$ cat config.mk
export PLATFORM = sky130hd
export DESIGN_NAME = wavetable_envelope_mixer_core
export DESIGN_NICKNAME = d
export VERILOG_FILES = /design/src/rtl/wem_pkg.sv /design/src/rtl/wem_tables.sv /design/src/rtl/wavetable_envelope_mixer_core.sv
export SDC_FILE = /design/constraint.sdc
export NUM_CORES = 2
export LEC_CHECK = 0
export ABC_AREA = 1
export ABC_CLOCK_PERIOD_IN_PS = 9400
export BUFFER_PORTS_ARGS = -buffer_cell sky130_fd_sc_hd__clkbuf_2
export CAP_MARGIN = 10
export CORE_UTILIZATION = 46
export DETAILED_ROUTE_END_ITERATION = 12
export PLACE_DENSITY = 0.59
export REMOVE_ABC_BUFFERS = 1
export SKIP_CTS_REPAIR_TIMING = 1
export SLEW_MARGIN = 20
export SYNTH_ARGS = -nofsm -noshare
export SYNTH_HDL_FRONTEND = slang
export SYNTH_SLANG_ARGS = --single-unit
$ cat constraint.sdc
create_clock -name i_clk -period 9.4 [get_ports i_clk]
set_clock_uncertainty 0.15 [all_clocks]
set_input_delay 0.94 -clock i_clk [delete_from_list [all_inputs] [get_ports i_clk]]
set_output_delay 0.94 -clock i_clk [all_outputs]
set_load 0.005 [all_outputs]
$ cat src/rtl/wem_pkg.sv
// shared types and constants of the wavetable envelope mixer
// no dependencies
package wem_pkg;

    localparam int VOICES_DEF    = 4;
    localparam int ENV_STEPS_DEF = 128;

    localparam int OP_W        = 3;
    localparam int VOICE_W     = 2;
    localparam int TADDR_W     = 7;
    localparam int VALUE_W     = 16;
    localparam int LEVEL_W     = 8;
    localparam int SAMPLE_W    = 8;
    localparam int ACC16_W     = 16;
    localparam int WAVE_AW     = 6;
    localparam int WAVE_ENTRIES = 64;
    localparam int ENV_IDX_W   = 8;
    localparam int WAVE_SHIFT  = 10;

    localparam logic [OP_W-1:0] OP_TICK  = 3'd0;
    localparam logic [OP_W-1:0] OP_WAVE  = 3'd1;
    localparam logic [OP_W-1:0] OP_ENV   = 3'd2;
    localparam logic [OP_W-1:0] OP_START = 3'd3;
    localparam logic [OP_W-1:0] OP_CLEAR = 3'd4;

    typedef struct packed {
        logic [ACC16_W-1:0] phase;
        logic [ACC16_W-1:0] incr;
        logic [ACC16_W-1:0] envc;
    } t_voice;

    typedef struct packed {
        logic               wave_we;
        logic               env_we;
        logic [TADDR_W-1:0] addr;
        logic [SAMPLE_W-1:0] data;
    } t_tbl_wr;

    typedef struct packed {
        logic                 rd_en;
        logic [WAVE_AW-1:0]   wave_addr;
        logic [ENV_IDX_W-1:0] env_idx;
    } t_tbl_rd;

endpackage

$ cat src/rtl/wem_tables.sv
// wave and envelope table memories, one write and one registered read each
// depends on wem_pkg
module wem_tables #(
    parameter int ENVELOPE_STEPS = wem_pkg::ENV_STEPS_DEF
) (
    input  logic                          i_clk,
    input  wem_pkg::t_tbl_wr              i_wr,
    input  wem_pkg::t_tbl_rd              i_rd,
    output logic [wem_pkg::SAMPLE_W-1:0]  o_wave,
    output logic [wem_pkg::SAMPLE_W-1:0]  o_env
);
    import wem_pkg::*;

    localparam int EW = $clog2(ENVELOPE_STEPS);

    logic [SAMPLE_W-1:0] r_wave_mem [WAVE_ENTRIES];
    logic [SAMPLE_W-1:0] r_env_mem  [ENVELOPE_STEPS];
    logic [SAMPLE_W-1:0] r_wave_q;
    logic [SAMPLE_W-1:0] r_env_q;

    always_ff @(posedge i_clk) begin
        if (i_wr.wave_we) begin
            r_wave_mem[i_wr.addr[WAVE_AW-1:0]] <= i_wr.data;
        end
        if (i_wr.env_we) begin
            r_env_mem[EW'(i_wr.addr)] <= i_wr.data;
        end
    end

    always_ff @(posedge i_clk) begin
        if (i_rd.rd_en) begin
            r_wave_q <= r_wave_mem[i_rd.wave_addr];
            r_env_q  <= r_env_mem[i_rd.env_idx[EW-1:0]];
        end
    end

    assign o_wave = r_wave_q;
    assign o_env  = r_env_q;

endmodule

$ cat src/rtl/wavetable_envelope_mixer_core.sv
// sample tick: the input is stalled while the voices are processed and until the result
// is loaded into the output register, which waits while a held result is stalled
// table writes and start note do not stall the input; clear phase stalls it in ST_CLR
// synchronous active-low reset clears control, output valid and voice state valid bits;
// table memories hold no reset value
// voice state memory, pipeline and mixer; depends on wem_pkg and wem_tables
module wavetable_envelope_mixer_core #(
    parameter int VOICES         = wem_pkg::VOICES_DEF,
    parameter int ENVELOPE_STEPS = wem_pkg::ENV_STEPS_DEF
) (
    input  logic                          i_clk,
    input  logic                          i_rst_n,
    input  logic                          i_in_valid,
    output logic                          o_in_stall,
    input  logic [wem_pkg::OP_W-1:0]      i_operation,
    input  logic [wem_pkg::VOICE_W-1:0]   i_voice,
    input  logic [wem_pkg::TADDR_W-1:0]   i_table_address,
    input  logic [wem_pkg::VALUE_W-1:0]   i_value,
    output logic                          o_out_valid,
    input  logic                          i_out_stall,
    output logic [wem_pkg::LEVEL_W-1:0]   o_first_level,
    output logic [wem_pkg::LEVEL_W-1:0]   o_second_level
);
    import wem_pkg::*;

    localparam int VW      = $clog2(VOICES);
    localparam int ACC_MAX = (VOICES - VOICES / 2) * 255;
    localparam int AW      = $clog2(ACC_MAX + 1);

    localparam logic [1:0] ST_IDLE = 2'd0;
    localparam logic [1:0] ST_TICK = 2'd1;
    localparam logic [1:0] ST_CLR  = 2'd2;
    localparam logic [1:0] ST_DONE = 2'd3;

    logic [1:0]    r_state, n_state;
    logic [VW:0]   r_cnt, n_cnt;

    t_voice        r_voice_mem [VOICES];
    logic          r_voice_vld [VOICES];
    t_voice        r_rd_data;
    logic          r_rd_ent;

    logic          r_s1_vld;
    logic          r_s1_clr;
    logic [VW-1:0] r_s1_idx;
    logic          r_s2_vld;
    logic          r_s2_upper;

    logic [AW-1:0] r_acc_lo, r_acc_hi;
    logic          r_out_vld;
    logic [LEVEL_W-1:0] r_first, r_second;

    logic          in_acc, voice_ok, load_out;
    logic          rd_en;
    logic [VW-1:0] rd_addr;
    t_voice        rd_voice;
    logic [ACC16_W-1:0]   s1_phase;
    logic [ENV_IDX_W-1:0] s1_idx;
    logic          s1_act;
    logic          we;
    logic [VW-1:0] waddr;
    t_voice        wdata;
    t_tbl_wr       tbl_wr;
    t_tbl_rd       tbl_rd;
    logic [SAMPLE_W-1:0] wave_q, env_q;
    logic [2*SAMPLE_W-1:0] prod;
    logic [AW-2:0] half_lo, half_hi;

    assign o_in_stall = (r_state != ST_IDLE);
    assign in_acc     = i_in_valid & ~o_in_stall;
    assign voice_ok   = int'(i_voice) < VOICES;

    // voice state read port
    always_comb begin
        rd_en   = 1'b0;
        rd_addr = '0;
        if (r_state == ST_TICK && int'(r_cnt) < VOICES) begin
            rd_en   = 1'b1;
            rd_addr = r_cnt[VW-1:0];
        end else if (in_acc && i_operation == OP_CLEAR && voice_ok) begin
            rd_en   = 1'b1;
            rd_addr = VW'(i_voice);
        end
    end

    always_ff @(posedge i_clk) begin
        if (rd_en) begin
            r_rd_data <= r_voice_mem[rd_addr];
            r_rd_ent  <= r_voice_vld[rd_addr];
        end
    end

    assign rd_voice = r_rd_ent ? r_rd_data : '0;

    // stage 1: advance phase and envelope
    assign s1_phase = rd_voice.phase + rd_voice.incr;
    assign s1_idx   = rd_voice.envc[ACC16_W-1:ACC16_W-ENV_IDX_W];
    assign s1_act   = ~r_s1_clr && (int'(s1_idx) < ENVELOPE_STEPS);

    always_comb begin
        we    = 1'b0;
        waddr = '0;
        wdata = '0;
        if (r_s1_vld) begin
            we         = 1'b1;
            waddr      = r_s1_idx;
            wdata.incr = rd_voice.incr;
            if (r_s1_clr) begin
                wdata.phase = '0;
                wdata.envc  = rd_voice.envc;
            end else begin
                wdata.phase = s1_phase;
                wdata.envc  = s1_act ? rd_voice.envc + 16'd1 : rd_voice.envc;
            end
        end else if (in_acc && i_operation == OP_START && voice_ok) begin
            we         = 1'b1;
            waddr      = VW'(i_voice);
            wdata.incr = i_value;
        end
    end

    always_ff @(posedge i_clk) begin
        if (we) begin
            r_voice_mem[waddr] <= wdata;
        end
    end

    always_ff @(posedge i_clk) begin
        if (!i_rst_n) begin
            for (int i = 0; i < VOICES; i++) begin
                r_voice_vld[i] <= 1'b0;
            end
        end else if (we) begin
            r_voice_vld[waddr] <= 1'b1;
        end
    end

    // table memories
    always_comb begin
        tbl_wr.wave_we = in_acc && i_operation == OP_WAVE &&
                         int'(i_table_address) < WAVE_ENTRIES;
        tbl_wr.env_we  = in_acc && i_operation == OP_ENV &&
                         int'(i_table_address) < ENVELOPE_STEPS;
        tbl_wr.addr    = i_table_address;
        tbl_wr.data    = i_value[SAMPLE_W-1:0];
        tbl_rd.rd_en     = r_s1_vld && s1_act;
        tbl_rd.wave_addr = s1_phase[ACC16_W-1:WAVE_SHIFT];
        tbl_rd.env_idx   = s1_idx;
    end

    wem_tables #(
        .ENVELOPE_STEPS(ENVELOPE_STEPS)
    ) u_tables (
        .i_clk  (i_clk),
        .i_wr   (tbl_wr),
        .i_rd   (tbl_rd),
        .o_wave (wave_q),
        .o_env  (env_q)
    );

    // stage 2: scale and mix
    assign prod = wave_q * env_q;

    always_ff @(posedge i_clk) begin
        r_s1_clr   <= (r_state == ST_IDLE);
        r_s1_idx   <= rd_addr;
        r_s2_upper <= int'(r_s1_idx) >= VOICES / 2;
        if (in_acc && i_operation == OP_TICK) begin
            r_acc_lo <= '0;
            r_acc_hi <= '0;
        end else if (r_s2_vld) begin
            if (r_s2_upper) begin
                r_acc_hi <= r_acc_hi + AW'(prod[2*SAMPLE_W-1:SAMPLE_W]);
            end else begin
                r_acc_lo <= r_acc_lo + AW'(prod[2*SAMPLE_W-1:SAMPLE_W]);
            end
        end
    end

    always_ff @(posedge i_clk) begin
        if (!i_rst_n) begin
            r_s1_vld <= 1'b0;
            r_s2_vld <= 1'b0;
        end else begin
            r_s1_vld <= rd_en;
            r_s2_vld <= r_s1_vld && s1_act;
        end
    end

    // sequencer
    always_comb begin
        n_state = r_state;
        n_cnt   = r_cnt;
        case (r_state)
            ST_IDLE: begin
                n_cnt = '0;
                if (in_acc && i_operation == OP_TICK) begin
                    n_state = ST_TICK;
                end else if (in_acc && i_operation == OP_CLEAR && voice_ok) begin
                    n_state = ST_CLR;
                end
            end
            ST_TICK: begin
                if (int'(r_cnt) < VOICES) begin
                    n_cnt = r_cnt + 1'b1;
                end else if (!r_s1_vld && !r_s2_vld) begin
                    n_state = ST_DONE;
                end
            end
            ST_CLR: begin
                n_state = ST_IDLE;
            end
            ST_DONE: begin
                if (!r_out_vld || !i_out_stall) begin
                    n_state = ST_IDLE;
                end
            end
            default: begin
                n_state = ST_IDLE;
            end
        endcase
    end

    always_ff @(posedge i_clk) begin
        if (!i_rst_n) begin
            r_state <= ST_IDLE;
            r_cnt   <= '0;
        end else begin
            r_state <= n_state;
            r_cnt   <= n_cnt;
        end
    end

    // output register
    assign load_out = (r_state == ST_DONE) && (!r_out_vld || !i_out_stall);
    assign half_lo  = r_acc_lo[AW-1:1];
    assign half_hi  = r_acc_hi[AW-1:1];

    always_ff @(posedge i_clk) begin
        if (!i_rst_n) begin
            r_out_vld <= 1'b0;
        end else if (load_out) begin
            r_out_vld <= 1'b1;
        end else if (!i_out_stall) begin
            r_out_vld <= 1'b0;
        end
    end

    always_ff @(posedge i_clk) begin
        if (load_out) begin
            r_first  <= (int'(half_lo) > 255) ? '1 : LEVEL_W'(half_lo);
            r_second <= (int'(half_hi) > 255) ? '1 : LEVEL_W'(half_hi);
        end
    end

    assign o_out_valid    = r_out_vld;
    assign o_first_level  = r_first;
    assign o_second_level = r_second;

endmodule

==> qor.yml <==
grt:
  grt_pass1_wl_um: 307000
  overflow: 0
  antenna_found_initial: 8
  grt_pass1_vias: 47400
  grt_max_degree: 175
  grt_use_total: 0.242
placed_design:
  hpwl_um: 112000
  io_buffer_count: 49
  place.gp.congestion: 0.864
  dpl_worst_slack_ps: 3520
run_status:
  status: "complete, no violations"
routing:
  ant_nets: 0
  vias: 49800
  drc: 0
  wl_per_cell_um: 24.1
  drt_iter0_drc: 5491
  wl_um: 206000
  viasPerCell: 5.83
  drt_pass1_iterations: 8
power:
  p_int_w: 0.0150
  power_w: 0.0229
  comb_power_share: 0.276
  p_per_area_nw_per_um2: 270
  switching_power_w: 0.00787
  power.clock.fraction: 0.316
  p_leak_nw: 29.1
  p_seq_frac: 0.408
  peakVddDrop_mv: 0.235
  sw_frac_of_total: 0.344
cells_and_area:
  area_growth_syn_to_layout_pct: 11.1
  fillers: 14000
  nets: 6327
  drive_gt1_frac: 0.0779
synthesis:
  synth_xor_xnor_area_share: 0.00297
  synth_area_per_cell_um2: 12.3
  synth_compound_area_frac: 0.0817
  synth.distinct_cells: 46
  synth_area_um2: 76300
  ys_warn_count: 0
  synth_edf_count: 1810
  async_reset_ff_frac: 0
  synth_cells: 6216
  synth_top_family_by_area: "simple AND/OR/NAND/NOR gates"
  ys_seq_elements: 1843
  synthMuxAreaShare: 0
  synthAdderAreaFrac: 0.0208
  synth_ff_type: "edfxtp_1"
  yosysSeqAreaShare: 0.721
  synth-simple-area-share: 0.139
die:
  ioPinCount: 50
  row_count: 149
  die_h_um: 409
  die_w_um: 409
  start_util: 0.463
  core_area_um2: 165000
  die_area_um2: 168000
setup_path:
  start_kind: "flop"
  cpMaxStageDelayCell: "fa_1"
  crit_required_ps: 9970
  r2r_end: "r_acc_hi[8]"
  cp_slowest_stage_delay_ps: 550
  cp_max_fo: 8
  r2r_start: "u_tables.o_env[2]"
  rr_worst_depth: 28
  regToRegSetupSlack_ps: 3500
  worstSetupPathType: "reg2reg"
  arrival_ps: 6470
  critPathCaptureType: "flop"
  cp_common_cell: "nand2_1"
sta:
  min_period_ps: 5900
  slew_headroom: 0.232
  hold_viol_final: 0
  setup_violations: 0
  finalMaxSlewViolations: 0
  tightest_slew_ps: 1150
  worst_slack_ps: 3500
  clock.fmax_mhz: 169
  finalSetupTns_ps: 0
  hold_slack_ps: 220
  period_share: 0.628
  rsz0062_at_grt: "no"
worst_hold_path:
  hold_start: "r_s1_idx[1]"
  whs_endpoint: "r_s2_upper"
  hold_path.class: "reg2reg"
  hold-path-cell-count: 0
cts:
  cts-root-buf: "clkbuf_16"
  cts_buffer_depth: 3
  cts_buffers: 185
  clock_latency_ps: 840
  clkSinkCount: 1843
  cts.htree.levels: 4
  cts.clk_slew.worst_paths_ps: 60
  cts_tree: "done"
run:
  drv_cap: 0
[power by group through the flow]
stage,logic (W),clock network [W],registers [W]
final,0.00632,0.00724,0.00935
after global routing,0.00688,0.00763,0.00936
after CTS,0.00627,0.00734,0.00935
after floorplan,0.00415,0,0.00954
after global placement,0.00620,0,0.00952
after detailed placement,0.00625,0,0.00952
[kinds of logic (layout without fill, tap and decap cells)]
kind of cell | Yosys count | count (layout)
buffers and inverters | 635 | 763
DFF | 1843 | 1843
other | 0 | 2
and+or+nand+nor | 2542 | 2542
adders and majority gates | 104 | 104
AOI/OAI and AO/OA | 1067 | 1067
xor gates and xnor gates | 25 | 25
[per-stage QoR]
stage | utilization | instance area (µm²) | std cells
floorplan | - | 74500 | 5817
global placement | 0.479 | 78900 | 8193
detailed placement | 0.479 | 78900 | 8193
CTS | 0.514 | 84800 | 8533
global route | 0.515 | 84800 | 8535
finish | 0.515 | 84800 | 8535
[synth_stat cells (2+ instances only)]
library cell  count  area share
nand3b_1          2     0.00020
o21a_1            7     0.00069
nand2_2           5     0.00041
inv_1           222       0.011
o22ai_1         130       0.011
buf_1            25      0.0012
clkbuf_1        250       0.012
o221ai_1        125       0.014
nor2_1          726       0.036
nor3_1           92      0.0060
xnor2_1           5     0.00057
inv_2             6     0.00029
a21o_1            3     0.00029
nand4_1           6     0.00049
o21bai_1          3     0.00029
ha_1             66       0.011
buf_6             7      0.0010
buf_2            78      0.0051
nand2_1        1014       0.050
nor4_1            4     0.00033
buf_4            39      0.0038
a32oi_1          49      0.0056
dfxtp_1          33      0.0087
a31oi_1          18      0.0015
clkinv_1          8     0.00039
a21oi_1         163       0.011
edfxtp_1       1810        0.71
nand3_1         685       0.045
o21ai_0         563       0.037
xor2_1           19      0.0022
fa_1             38       0.010
[area by class of cell]
class	instances	area [µm²]	share of cell area
sequential	1843	55000	0.649
antenna	2	5.00	0.0000590
tap	2189	2740	0.0323
clock inverter	108	1010	0.0119
inverter	236	897	0.0106
timing repair buffer	187	1410	0.0166
clock buffer	232	4890	0.0577
multi-input combinational	3738	18800	0.222
[state kept, by name, summed over array words and instances, names as in the netlist, 2 cells and up]
signal and count:
o_first_level 8, o_second_level 8, r_acc_hi 9, r_acc_lo 9
r_cnt 3, r_rd_data 48, r_s1_idx 2, r_state 2
r_voice_mem 192, r_voice_vld 4, u_tables.o_env 8, u_tables.o_wave 8
u_tables.r_env_mem 1024, u_tables.r_wave_mem 512
[metal layers]
layer,vias up,global-route usage,part of all wire
met5,-,0,0.00016
met4,6,0.0753,0.028
met3,304,0.0344,0.072
met2,2016,0.373,0.46
met1,24900,0.357,0.44
li1,22500,-,-
[how the worst max path moves through the flow]
stage | startpoint | end | slack [ps] | depth (start not counted)
floorplan | r_rd_data[8] | u_tables.o_env[5] | -11340 | 10
finish | u_tables.o_env[2] | r_acc_hi[8] | 3500 | 28
detailed placement | u_tables.o_wave[6] | r_acc_hi[8] | 3520 | 28
global route | u_tables.o_wave[5] | r_acc_lo[8] | 3060 | 28
CTS | u_tables.o_wave[6] | r_acc_hi[8] | 3510 | 28
global placement | u_tables.o_env[2] | r_acc_hi[8] | 3580 | 28
[worst max-delay path: cells and delay by family, from the launching register on]
kind / cells / cell delay, ps
flops: 1 / 510
fa+ha+maj: 6 / 2640
buf+inv: 4 / 210
compound gates: 7 / 1110
xor+xnor: 1 / 240
simple gates: 10 / 930
[placed cells by master, fill, tap and decap left out, types with 18 or more instances in the layout]
| cell | netlist | routed |
|---|---|---|
| clkbuf_2 | 0 | 41 |
| clkinv_1 | 8 | 47 |
| a21oi_1 | 163 | 163 |
| nor2_1 | 726 | 717 |
| a32oi_1 | 49 | 49 |
| fa_1 | 38 | 38 |
| nand3_1 | 685 | 685 |
| o22ai_1 | 130 | 130 |
| buf_4 | 39 | 131 |
| nor3_1 | 92 | 85 |
| edfxtp_1 | 1810 | 1810 |
| o21ai_0 | 563 | 563 |
| inv_1 | 222 | 219 |
| nand2_1 | 1014 | 1007 |
| o221ai_1 | 125 | 125 |
| clkbuf_1 | 250 | 42 |
| dfxtp_1 | 33 | 33 |
| a31oi_1 | 18 | 18 |
| xor2_1 | 19 | 19 |
| ha_1 | 66 | 66 |
| clkbuf_16 | 0 | 188 |
| clkinv_2 | 0 | 36 |
Note: power is estimated with default switching activity, not from simulation.
